## config.mk

```make
export PLATFORM = sky130hd
export DESIGN_NAME = integer_power_with_overflow_guard_unit
export DESIGN_NICKNAME = d
export VERILOG_FILES = /design/src/rtl/core/ipow_pkg.sv /design/src/rtl/core/ipow_decode.sv /design/src/rtl/core/ipow_mul.sv /design/src/rtl/core/integer_power_with_overflow_guard_unit.sv
export VERILOG_INCLUDE_DIRS = /design/src /design/src/rtl/core
export SDC_FILE = /design/constraint.sdc
export NUM_CORES = 2
export LEC_CHECK = 0
export BUFFER_PORTS_ARGS = -buffer_cell sky130_fd_sc_hd__clkbuf_2
export CORE_MARGIN = 10
export CORE_UTILIZATION = 24
export DETAILED_ROUTE_END_ITERATION = 8
export GPL_ROUTABILITY_DRIVEN = 0
export GPL_TIMING_DRIVEN = 0
export PLACE_DENSITY = 0.38
export REMOVE_ABC_BUFFERS = 1
export SETUP_SLACK_MARGIN = 0.4
export SYNTH_ARGS = -nofsm -noshare
export SYNTH_HDL_FRONTEND = slang
export SYNTH_HIERARCHICAL = 1
export SYNTH_SLANG_ARGS = --single-unit
```

## constraint.sdc

```tcl
create_clock -name clock -period 28.5 [get_ports clock]
set_clock_uncertainty 0.05 [all_clocks]
set_input_delay 2.85 -clock clock [delete_from_list [all_inputs] [get_ports clock]]
set_output_delay 2.85 -clock clock [all_outputs]
set_load 0.1 [all_outputs]
```

## src/rtl/core/integer_power_with_overflow_guard_unit_assert.svh

```systemverilog
// ---------------------------------------------------------------------------
// Assertion macros for the integer power unit
// Concurrent checks that compile away when SYNTH is defined.
// ---------------------------------------------------------------------------
`ifndef INTEGER_POWER_WITH_OVERFLOW_GUARD_UNIT_ASSERT_SVH
`define INTEGER_POWER_WITH_OVERFLOW_GUARD_UNIT_ASSERT_SVH

`ifndef SYNTH

// same-cycle implication
`define IPOW_ASSERT_IMPLY(lbl, clk, rst, ante, cons) \
   lbl: assert property (@(posedge clk) disable iff (rst) (ante) |-> (cons)) \
      else $error("ipow assertion failed: same-cycle implication");

// next-cycle implication
`define IPOW_ASSERT_NEXT(lbl, clk, rst, ante, cons) \
   lbl: assert property (@(posedge clk) disable iff (rst) (ante) |=> (cons)) \
      else $error("ipow assertion failed: next-cycle implication");

`else

`define IPOW_ASSERT_IMPLY(lbl, clk, rst, ante, cons)
`define IPOW_ASSERT_NEXT(lbl, clk, rst, ante, cons)

`endif

`endif

```

## src/rtl/core/ipow_pkg.sv

```systemverilog
`timescale 1ns / 1ps
// ---------------------------------------------------------------------------
// ipow_pkg
// Shared widths, result codes and handoff types of the integer power unit.
// ---------------------------------------------------------------------------
package ipow_pkg;

   localparam int DATA_BITS     = 64;
   localparam int HALF_BITS     = 32;
   localparam int PROD_BITS     = 128;
   localparam int CNT_BITS      = 6;   // exponent magnitude below 63
   localparam int MUL_CNT_BITS  = 3;
   localparam int WORD_BITS_DEF = 64;

   localparam logic [MUL_CNT_BITS-1:0] MUL_LAST = 3'd4;

   // result kinds
   localparam logic [1:0] KIND_POW   = 2'd0;
   localparam logic [1:0] KIND_RECIP = 2'd1;
   localparam logic [1:0] KIND_DIV0  = 2'd2;
   localparam logic [1:0] KIND_RANGE = 2'd3;

   localparam logic [DATA_BITS-1:0] MOST_NEG = {1'b1, {(DATA_BITS-1){1'b0}}};
   localparam logic [DATA_BITS-1:0] ALL_ONES = {DATA_BITS{1'b1}};

   // special-case decode outcome
   typedef struct packed {
      logic                 done;    // result known without multiplying
      logic [1:0]           kind;
      logic [DATA_BITS-1:0] value;
      logic [DATA_BITS-1:0] mag;     // base magnitude
      logic [CNT_BITS-1:0]  count;   // exponent magnitude
      logic                 neg;     // result is negative
      logic                 recip;   // negative exponent
   } ipow_dec_type;

   // multiplier outcome
   typedef struct packed {
      logic [DATA_BITS-1:0] low;
      logic                 big;     // product exceeds the signed word
   } ipow_prod_type;

endpackage

```

## src/rtl/core/ipow_decode.sv

```systemverilog
`timescale 1ns / 1ps
// ---------------------------------------------------------------------------
// ipow_decode
// Sorts a request into its special cases or sets up a square-and-multiply run.
// ---------------------------------------------------------------------------
module ipow_decode #(
   parameter int WORD_BITS = ipow_pkg::WORD_BITS_DEF
) (
   input  logic signed [ipow_pkg::DATA_BITS-1:0] base,
   input  logic signed [ipow_pkg::DATA_BITS-1:0] exponent,
   output ipow_pkg::ipow_dec_type                dec
);
   import ipow_pkg::*;

   localparam logic [DATA_BITS-1:0] LIMIT =
      (DATA_BITS'(1) << (WORD_BITS - 1)) - DATA_BITS'(1);
   localparam logic [DATA_BITS-1:0] EXP_LIMIT = DATA_BITS'(WORD_BITS - 1);

   logic [DATA_BITS-1:0] x;
   logic [DATA_BITS-1:0] y;
   logic [DATA_BITS-1:0] xmag;
   logic [DATA_BITS-1:0] ymag;

   assign x    = base;
   assign y    = exponent;
   assign xmag = x[DATA_BITS-1] ? (DATA_BITS'(0) - x) : x;
   assign ymag = y[DATA_BITS-1] ? (DATA_BITS'(0) - y) : y;

   // pick the first case that applies
   always_comb begin
      dec.done  = 1'b1;
      dec.kind  = KIND_POW;
      dec.value = '0;
      dec.mag   = xmag;
      dec.count = ymag[CNT_BITS-1:0];
      dec.neg   = x[DATA_BITS-1] & ymag[0];
      dec.recip = y[DATA_BITS-1];
      if (x == '0) begin
         if (y == '0) begin
            dec.value = DATA_BITS'(1);
         end else if (y[DATA_BITS-1]) begin
            dec.kind = KIND_DIV0;
         end
      end else if (y == DATA_BITS'(1)) begin
         dec.value = x;
      end else if (y == '0) begin
         dec.value = DATA_BITS'(1);
      end else if (x == DATA_BITS'(1)) begin
         dec.value = DATA_BITS'(1);
      end else if (x == ALL_ONES) begin
         dec.value = y[0] ? ALL_ONES : DATA_BITS'(1);
      end else if (y == MOST_NEG) begin
         dec.value = '0;
      end else if (x == MOST_NEG) begin
         dec.kind = KIND_RANGE;
      end else if ((ymag >= EXP_LIMIT) || (xmag > LIMIT)) begin
         // exponent too large for any base of two or more, or base beyond word
         dec.kind = KIND_RANGE;
      end else begin
         dec.done = 1'b0;
      end
   end

endmodule

```

## src/rtl/core/ipow_mul.sv

```systemverilog
`timescale 1ns / 1ps
// ---------------------------------------------------------------------------
// ipow_mul
// 64x64 unsigned multiplier built from one 32x32 array, one partial product at a time.
// ---------------------------------------------------------------------------
module ipow_mul #(
   parameter int WORD_BITS = ipow_pkg::WORD_BITS_DEF
) (
   input  logic                           clock,
   input  logic                           reset,
   input  logic                           start,
   input  logic [ipow_pkg::DATA_BITS-1:0] op_a,
   input  logic [ipow_pkg::DATA_BITS-1:0] op_b,
   output logic                           busy,
   output logic                           done,
   output ipow_pkg::ipow_prod_type        result
);
   import ipow_pkg::*;

   logic                    busy_ff, busy_in;
   logic                    done_ff, done_in;
   logic [MUL_CNT_BITS-1:0] cnt_ff, cnt_in;
   logic [DATA_BITS-1:0]    a_ff, a_in;
   logic [DATA_BITS-1:0]    b_ff, b_in;
   logic [DATA_BITS-1:0]    pp_ff, pp_in;
   logic [PROD_BITS-1:0]    acc_ff, acc_in;
   logic [HALF_BITS-1:0]    half_a;
   logic [HALF_BITS-1:0]    half_b;
   logic [PROD_BITS-1:0]    addend;

   // select the halves for this partial product
   assign half_a = cnt_ff[1] ? a_ff[DATA_BITS-1:HALF_BITS] : a_ff[HALF_BITS-1:0];
   assign half_b = cnt_ff[0] ? b_ff[DATA_BITS-1:HALF_BITS] : b_ff[HALF_BITS-1:0];

   // align the partial product registered last cycle
   always_comb begin
      case (cnt_ff)
         3'd1:    addend = {{DATA_BITS{1'b0}}, pp_ff};
         3'd2,
         3'd3:    addend = {{HALF_BITS{1'b0}}, pp_ff, {HALF_BITS{1'b0}}};
         3'd4:    addend = {pp_ff, {DATA_BITS{1'b0}}};
         default: addend = '0;
      endcase
   end

   // advance the partial product sequence
   always_comb begin
      busy_in = busy_ff;
      done_in = 1'b0;
      cnt_in  = cnt_ff;
      a_in    = a_ff;
      b_in    = b_ff;
      pp_in   = pp_ff;
      acc_in  = acc_ff;
      if (start) begin
         busy_in = 1'b1;
         cnt_in  = '0;
         a_in    = op_a;
         b_in    = op_b;
         acc_in  = '0;
      end else if (busy_ff) begin
         cnt_in = cnt_ff + MUL_CNT_BITS'(1);
         pp_in  = half_a * half_b;
         acc_in = acc_ff + addend;
         if (cnt_ff == MUL_LAST) begin
            busy_in = 1'b0;
            done_in = 1'b1;
         end
      end
   end

   always_ff @(posedge clock) begin
      if (reset) begin
         busy_ff <= 1'b0;
         done_ff <= 1'b0;
         cnt_ff  <= '0;
      end else begin
         busy_ff <= busy_in;
         done_ff <= done_in;
         cnt_ff  <= cnt_in;
      end
   end

   always_ff @(posedge clock) begin
      a_ff   <= a_in;
      b_ff   <= b_in;
      pp_ff  <= pp_in;
      acc_ff <= acc_in;
   end

   assign busy       = busy_ff;
   assign done       = done_ff;
   assign result.low = acc_ff[DATA_BITS-1:0];
   assign result.big = |acc_ff[PROD_BITS-1:WORD_BITS-1];

endmodule

```

## src/rtl/core/integer_power_with_overflow_guard_unit.sv

```systemverilog
`timescale 1ns / 1ps
// ---------------------------------------------------------------------------
// integer_power_with_overflow_guard_unit
// Exact signed integer power by square-and-multiply with an overflow guard.
// ---------------------------------------------------------------------------
// Usage:
//   Request channel (req_valid / req_stall) carries base and exponent.
//   Response channel (rsp_valid / rsp_stall) returns kind and value:
//   power, reciprocal denominator, divide by zero or out of range.
//   One request is in flight at a time; req_stall is high from acceptance
//   until the result has moved into the response register.
// Sequence:
//   Special cases (zero, one, minus one, exponent 0 or 1, extreme values,
//   guard failures visible from the operands) go from the decode state
//   straight to the done state. Otherwise the m multiplications run one
//   at a time on the shared 32x32-based multiplier; an exponent of
//   magnitude n takes floor(log2 n) squarings plus (ones in n) - 1
//   accumulations, m at most 9, and a product that overflows ends the run
//   early. The done state loads the response register once it is free.
// Requests: a new request can be taken in the cycle after the response
//   register loads; the unit is through with the last one by then.
// Reset clears the sequencer and the response valid. While rsp_stall is
// high the response holds; a new request may be accepted meanwhile, and
// its result waits in the unit until the response register frees.
// ---------------------------------------------------------------------------
`include "integer_power_with_overflow_guard_unit_assert.svh"

module integer_power_with_overflow_guard_unit #(
   parameter int WORD_BITS = ipow_pkg::WORD_BITS_DEF
) (
   input  logic                                  clock,
   input  logic                                  reset,
   input  logic                                  req_valid,
   output logic                                  req_stall,
   input  logic signed [ipow_pkg::DATA_BITS-1:0] req_base,
   input  logic signed [ipow_pkg::DATA_BITS-1:0] req_exponent,
   output logic                                  rsp_valid,
   input  logic                                  rsp_stall,
   output logic [1:0]                            rsp_kind,
   output logic signed [ipow_pkg::DATA_BITS-1:0] rsp_value
);
   import ipow_pkg::*;

   localparam logic [2:0] ST_IDLE   = 3'd0;
   localparam logic [2:0] ST_DECODE = 3'd1;
   localparam logic [2:0] ST_STEP   = 3'd2;
   localparam logic [2:0] ST_WAIT   = 3'd3;
   localparam logic [2:0] ST_DONE   = 3'd4;

   logic [2:0]           state_ff, state_in;
   logic                 rsp_valid_ff, rsp_valid_in;
   logic [1:0]           rsp_kind_ff, rsp_kind_in;
   logic [DATA_BITS-1:0] rsp_value_ff, rsp_value_in;
   logic [DATA_BITS-1:0] base_ff, base_in;
   logic [DATA_BITS-1:0] exp_ff, exp_in;
   logic [DATA_BITS-1:0] acc_ff, acc_in;
   logic [DATA_BITS-1:0] sq_ff, sq_in;
   logic [CNT_BITS-1:0]  n_ff, n_in;
   logic                 acc_one_ff, acc_one_in;
   logic                 sq_op_ff, sq_op_in;
   logic                 neg_ff, neg_in;
   logic                 recip_ff, recip_in;
   logic [1:0]           res_kind_ff, res_kind_in;
   logic [DATA_BITS-1:0] res_value_ff, res_value_in;

   ipow_dec_type         dec;
   ipow_prod_type        prod;
   logic                 mul_start;
   logic                 mul_busy;
   logic                 mul_done;
   logic [DATA_BITS-1:0] mul_a;
   logic [DATA_BITS-1:0] mul_b;

   ipow_decode #(.WORD_BITS(WORD_BITS)) u_decode (
      .base     (base_ff),
      .exponent (exp_ff),
      .dec      (dec)
   );

   ipow_mul #(.WORD_BITS(WORD_BITS)) u_mul (
      .clock  (clock),
      .reset  (reset),
      .start  (mul_start),
      .op_a   (mul_a),
      .op_b   (mul_b),
      .busy   (mul_busy),
      .done   (mul_done),
      .result (prod)
   );

   // sequence one request through decode and square-and-multiply
   always_comb begin
      state_in     = state_ff;
      rsp_valid_in = rsp_valid_ff & rsp_stall;
      rsp_kind_in  = rsp_kind_ff;
      rsp_value_in = rsp_value_ff;
      base_in      = base_ff;
      exp_in       = exp_ff;
      acc_in       = acc_ff;
      sq_in        = sq_ff;
      n_in         = n_ff;
      acc_one_in   = acc_one_ff;
      sq_op_in     = sq_op_ff;
      neg_in       = neg_ff;
      recip_in     = recip_ff;
      res_kind_in  = res_kind_ff;
      res_value_in = res_value_ff;
      mul_start    = 1'b0;
      mul_a        = acc_ff;
      mul_b        = sq_ff;
      case (state_ff)
         ST_IDLE: begin
            if (req_valid) begin
               base_in  = req_base;
               exp_in   = req_exponent;
               state_in = ST_DECODE;
            end
         end
         ST_DECODE: begin
            if (dec.done) begin
               res_kind_in  = dec.kind;
               res_value_in = dec.value;
               state_in     = ST_DONE;
            end else begin
               sq_in      = dec.mag;
               acc_in     = DATA_BITS'(1);
               acc_one_in = 1'b1;
               n_in       = dec.count;
               neg_in     = dec.neg;
               recip_in   = dec.recip;
               state_in   = ST_STEP;
            end
         end
         ST_STEP: begin
            if (n_ff[0]) begin
               if (acc_one_ff) begin
                  // first factor: take the square directly
                  acc_in     = sq_ff;
                  acc_one_in = 1'b0;
                  n_in[0]    = 1'b0;
               end else begin
                  mul_start = 1'b1;
                  sq_op_in  = 1'b0;
                  state_in  = ST_WAIT;
               end
            end else if (n_ff[CNT_BITS-1:1] == '0) begin
               res_kind_in  = recip_ff ? KIND_RECIP : KIND_POW;
               res_value_in = neg_ff ? (DATA_BITS'(0) - acc_ff) : acc_ff;
               state_in     = ST_DONE;
            end else begin
               mul_start = 1'b1;
               mul_a     = sq_ff;
               sq_op_in  = 1'b1;
               state_in  = ST_WAIT;
            end
         end
         ST_WAIT: begin
            if (mul_done) begin
               if (prod.big) begin
                  res_kind_in  = KIND_RANGE;
                  res_value_in = '0;
                  state_in     = ST_DONE;
               end else if (sq_op_ff) begin
                  sq_in    = prod.low;
                  n_in     = n_ff >> 1;
                  state_in = ST_STEP;
               end else begin
                  acc_in   = prod.low;
                  n_in[0]  = 1'b0;
                  state_in = ST_STEP;
               end
            end
         end
         ST_DONE: begin
            // hand off once the response register is free
            if (!rsp_valid_ff || !rsp_stall) begin
               rsp_valid_in = 1'b1;
               rsp_kind_in  = res_kind_ff;
               rsp_value_in = res_value_ff;
               state_in     = ST_IDLE;
            end
         end
         default: begin
            state_in = ST_IDLE;
         end
      endcase
   end

   always_ff @(posedge clock) begin
      if (reset) begin
         state_ff     <= ST_IDLE;
         rsp_valid_ff <= 1'b0;
      end else begin
         state_ff     <= state_in;
         rsp_valid_ff <= rsp_valid_in;
      end
   end

   always_ff @(posedge clock) begin
      rsp_kind_ff  <= rsp_kind_in;
      rsp_value_ff <= rsp_value_in;
      base_ff      <= base_in;
      exp_ff       <= exp_in;
      acc_ff       <= acc_in;
      sq_ff        <= sq_in;
      n_ff         <= n_in;
      acc_one_ff   <= acc_one_in;
      sq_op_ff     <= sq_op_in;
      neg_ff       <= neg_in;
      recip_ff     <= recip_in;
      res_kind_ff  <= res_kind_in;
      res_value_ff <= res_value_in;
   end

   assign req_stall = (state_ff != ST_IDLE);
   assign rsp_valid = rsp_valid_ff;
   assign rsp_kind  = rsp_kind_ff;
   assign rsp_value = rsp_value_ff;

   // checks
   `IPOW_ASSERT_NEXT(a_accept_decode, clock, reset, req_valid && !req_stall, state_ff == ST_DECODE)
   `IPOW_ASSERT_IMPLY(a_mul_free, clock, reset, mul_start, !mul_busy && state_ff == ST_STEP)
   `IPOW_ASSERT_IMPLY(a_flag_zero, clock, reset,
      rsp_valid_ff && (rsp_kind_ff == KIND_DIV0 || rsp_kind_ff == KIND_RANGE), rsp_value_ff == '0)
   `IPOW_ASSERT_IMPLY(a_wait_busy, clock, reset, state_ff == ST_WAIT && !mul_done, mul_busy)

endmodule
```

# Word-level counts from Yosys, hierarchy flattened
# Cells that the tools add are included.
# Widths: inputs -> output; s select.
# word_totals
reg_bits	727
latch_bits	0
ramBits	0
romBits	0
elab_cells	178
n_memories	0
# classes
addsub	5
n_mul	1
div	0
magnitude_cmp	2
n_eq_ne	29
n_shift	0
mux	86
bitwise	5
n_reduce_logical	27
# op_table
operator	count
$mux 64	26
$pmux 128 s3	1
$pmux 64 s3	2
$eq 64x64->1 const B	3
$sub 1x64->64 const A	3
$add 128x128->128	1
$eq 64x1->1 const B	2
$logic_not 64->1	2
$pmux 64 s2	1
$mux 66	1
$reduce_or 65->1	1
$ge 64x6->1 const B	1
$gt 64x63->1 const B	1
$mul 32x32->64	1
$mux 32	2
$mux 3	13
$ne 2x2->1 const B	14
$mux 1	22
$mux 2	9
$mux 6	3
$pmux 3 s5	1
$eq 3x2->1 const B	4
$pmux 5 s2	1
$reduce_and 2->1	4
other kinds (24)	36

# Longest topological paths before layout
# depth
depth_word	14
depth_mapped	35
depth_no_buf	30

# Modules after synthesis
# The synthesis kept the hierarchy.
# modules_own_cells
module	instances	cells_each	area_per_inst_um2	seq_area_each_um2
ipow_mul	1	6061	53796.6	8428.1
integer_power_with_overflow_guard_unit	1	1259	16697.3	12031.5
ipow_decode	1	748	4687.0	0.0

# Worst setup path before layout
# Ideal clock, no wire load.
# synth_timing
path_kind	register to register
start	register base_ff[35]
end	register res_kind_ff[0], enable pin
setup_ns	0.656
arrival_time_ns	9.592
required_time_ns	27.794
setup_slack_ns	18.202
path_stages_with_launch	14
path_cell_list	edfxtp_1 > or4_1 > nor4_1 > nand4_1 > or4b_1 > nor4_1 > nor2_1 > nand4_1 > or4_4 > nand2b_1 > or3b_2 > a21oi_1 > a211o_1 > nor4_1
# synth_rtl
element	line_no	text
start, declared	integer_power_with_overflow_guard_unit.sv:54	logic [DATA_BITS-1:0] base_ff, base_in;
start signal, assigned	integer_power_with_overflow_guard_unit.sv:202	base_ff <= base_in;
end signal, assigned	integer_power_with_overflow_guard_unit.sv:211	res_kind_ff <= res_kind_in;
end, declared	integer_power_with_overflow_guard_unit.sv:63	logic [1:0] res_kind_ff, res_kind_in;

# Worst setup path in the final report
# layout_timing
start	register u_mul.cnt_ff[0]
end	register u_mul.pp_ff[63], data pin
# layout_between
elab_chain_len	2
# layout_lines
element	line_no	text
start, declared	ipow_mul.sv:22	logic [MUL_CNT_BITS-1:0] cnt_ff, cnt_in;
start signal, assigned	ipow_mul.sv:80	cnt_ff <= cnt_in;
$mux 32	ipow_mul.sv:33	assign half_b = cnt_ff[0] ? b_ff[DATA_BITS-1:HALF_BITS] : b_ff[HALF_BITS-1:0];
$mul 32x32->64	ipow_mul.sv:63	pp_in = half_a * half_b;
end signal, assigned	ipow_mul.sv:87	pp_ff <= pp_in;
end, declared	ipow_mul.sv:25	logic [DATA_BITS-1:0] pp_ff, pp_in;
# Every way passes these cells.
# A chain may end at the register's enable or synchronous reset.

==> results.yml <==
critical_path:
  cp-start-kind: "flop"
  r2r_start: "u_mul/cnt_ff[0]$_SDFFE_PP0P_"
  reg2regPathDepth: 28
  rr_endpoint: "u_mul/pp_ff[63]$_DFFE_PP_"
  r2r_setup_slack_ns: 17.88
  crit_top_cell: "fa_1"
  crit_fanout: 37
  cp-end-kind: "flop"
  path_class: "reg -> reg"
  crit_required_ns: 28.91
  crit_path_max_incr_delay_ns: 0.87
  slowest_stage: "dfxtp_4"
  arrival_ns: 11.03
synth:
  synth_fa_ha_area_share_pct: 30.58
  syn_inst: 8068
  syn-cell-area_sq_um: 75180
  synthDistinctLibCells: 100
  synth_ff_type: "edfxtp_1"
  ys_warn_count: 6
  ys_seq_elements: 727
  synth-simple-area-share_pct: 16.25
  synth-compound-area-share_pct: 10.84
  synth_edf_count: 590
  synth_xor_area_share_pct: 3.565
  synthTopCellsByArea: "fa_1, edfxtp_1, ha_1"
  synth_most_common_cell: "nand2_1"
  synth.avg_cell_area_sq_um: 9.318
  synth_top_area_share_pct: 23.89
  synth_top_cells_by_count: "nand2_1, inv_1, nor2_1"
  yosysTopAreaCell: "fa_1"
  muxShareOfSynthArea_pct: 3.888
  synth_top_family_by_area: "adder cells"
  synthArstFlopShare_pct: 0
  ys_seq_area_share_pct: 27.21
routing:
  routed_via_density: 4.926
  wire_per_inst_um: 25.89
  drc: 0
  ant_nets: 0
  via_count: 60236
  dr.pass1.iters: 5
  wl_um: 316600
  initialDrtViolationCount: 5416
pwr:
  ir_worst_vdd_uv: 42.55
  leakagePower_nw: 35.79
  total_power_mw: 2.603
  power_frac_clock_pct: 45.3
  p_sw_share_pct: 26.03
  power_frac_seq_pct: 47.5
  pwr-share-comb_pct: 7.2
  switchingPower_uw: 677.5
  p_per_area_nw_per_um2: 30.37
  intPower_mw: 1.925
floorplan:
  die-area_sq_um: 336000
  fp.dieW_um: 579.7
  core_sq_um: 311900
  die_h_um: 579.7
  rows: 205
  ios: 200
  initial_utilization_pct: 24.10
sta:
  slew_headroom_pct: 12.91
  fin_hold_ws_ns: 0.3685
  setup_viol: 0
  rsz0062_at_grt: "false"
  fin_crit_ns: 10.62
  slew_viol_final: 0
  post-route-period-util_pct: 37.27
  fmax_ghz: 0.09414
  finalHoldViolations: 0
  worst-slew-pin-transition_ns: 1.294
global_route:
  grt_pass1_wl_um: 454600
  antenna_found_initial: 33
  grt_max_degree: 60
  overflow: 0
  grt_util_all_layers_pct: 18.21
  grt_pass1_vias: 61831
clock_network:
  clockBufferDepth: 3
  insertion_delay_ns: 0.73
  cts_tree: "yes"
  postCtsResizedCells: 0
  cts.hold.buffers_added: 0
  clock_sinks: 727
  cts_setup_buffers: 0
  cts-root-buf: "clkbuf_16"
  cts_buffers: 92
  clk_pin_slew_ns: 0.06
  htree_num_levels: 3
min_path:
  hold_class: "reg -> reg"
  worstHoldEndpoint: "rsp_value[63]$_DFFE_PP_"
  holdCritStartpoint: "res_value_ff[63]$_DFFE_PP_"
  min_path_cells: 0
cells_and_area:
  layout-drive-gt1-share_pct: 9.172
  syn2layout_area_growth_pct: 14.00
  layout.nets: 9433
job:
  maxCapViolCount: 0
placement:
  dp_hpwl_um: 256600
  portBuffers: 199
run_status:
  run_status: "finished clean"
==> worst max-delay path, delay by kind of cell (launching register included) <==
family | cells | cell delay (ns)
fa+ha+maj | 9 | 4.62
simple gates | 4 | 0.51
flops | 1 | 0.87
compound gates | 8 | 2.54
mux | 1 | 0.76
buf+inv | 6 | 0.81
==> sequential cells by signal, indices dropped and copies added (netlist names), 2 cells and up <==
name	cells
u_mul/acc_ff	128
acc_ff	64
base_ff	64
exp_ff	64
mul_b	64
res_value_ff	64
rsp_value	64
u_mul/a_ff	64
u_mul/b_ff	64
u_mul/pp_ff	64
n_ff	6
state_ff	3
u_mul/cnt_ff	3
res_kind_ff	2
rsp_kind	2
==> cell usage in the layout (no fill, tap or decap), types with 128 or more instances in the layout <==
cell / synthesis / final
a21oi_1: 304 / 301
clkbuf_2: 1 / 199
dfxtp_1: 137 / 134
edfxtp_1: 590 / 590
fa_1: 897 / 897
ha_1: 402 / 402
inv_1: 972 / 970
mux2_2: 128 / 128
nand2_1: 1146 / 1146
nand4_1: 130 / 130
nor2_1: 907 / 902
o21ai_0: 292 / 292
xnor2_1: 183 / 183
==> per-layer routing <==
metal / track usage, % / up-vias / routed length, um
met5: 0 / - / 149
met4: 5.781 / 22 / 11300
met3: 2.538 / 407 / 18090
met2: 30.08 / 1936 / 147500
met1: 24.56 / 31095 / 139600
li1: - / 26776 / -
==> power groups by stage <==
stage | registers (mW) | clock network, mW | logic, mW
after floorplan | 1.25 | 0 | 0.111
after CTS | 1.24 | 1.21 | 0.186
final | 1.24 | 1.18 | 0.187
after detailed placement | 1.26 | 0 | 0.186
after global placement | 1.27 | 0 | 0.177
after global routing | 1.24 | 1.25 | 0.205
==> cell type report <==
class | count | area, sq um
inverter | 973 | 3655
multi-input combinational | 5885 | 49800
clock inverter | 59 | 589.3
tap | 4140 | 5180
timing repair buffer | 323 | 3550
fill | 33383 | 226200
sequential | 727 | 20470
antenna | 9 | 22.52
clock buffer | 112 | 2440
==> stage by stage <==
stage          TNS [ns]  util [%]  std cells  instance area [sq um]  setup slack [ns]
6_report              0     27.48      12228                  85710             17.88
5_1_grt               0     27.47      12221                  85690             17.37
4_1_cts               0     27.47      12219                  85680             17.81
3_5_place_dp          0     26.50      12048                  82650             17.87
3_3_place_gp   -1997.62     25.41      11924                  79240            -20.96
2_1_floorplan         0         -       7585                  73070             8.072
==> worst max path at each step <==
stage                                 startpoint                        endpoint  slack [ns]  cells after the start
global placement        state_ff[1]$_SDFFE_PP0P_  u_mul/acc_ff[121]$_SDFFE_PP0P_      -20.96                      6
floorplan               state_ff[1]$_SDFFE_PP0P_  u_mul/acc_ff[120]$_SDFFE_PP0P_        8.07                      6
global route        u_mul/cnt_ff[1]$_SDFFE_PP0P_       u_mul/pp_ff[48]$_DFFE_PP_       17.37                     30
detailed placement  u_mul/cnt_ff[0]$_SDFFE_PP0P_       u_mul/pp_ff[63]$_DFFE_PP_       17.87                     28
finish              u_mul/cnt_ff[0]$_SDFFE_PP0P_       u_mul/pp_ff[63]$_DFFE_PP_       17.88                     28
CTS                 u_mul/cnt_ff[0]$_SDFFE_PP0P_       u_mul/pp_ff[63]$_DFFE_PP_       17.81                     28
==> logic make-up after synthesis <==
| kind of cell | after synthesis |
|---|---|
| DFF | 727 |
| adders and majority gates | 1299 |
| AOI/OAI and AO/OA | 1240 |
| buffers and inverters | 1456 |
| muxes | 276 |
| xor gates and xnor gates | 306 |
| and+or+nand+nor | 2764 |
Power figures use the tool's default switching activity.
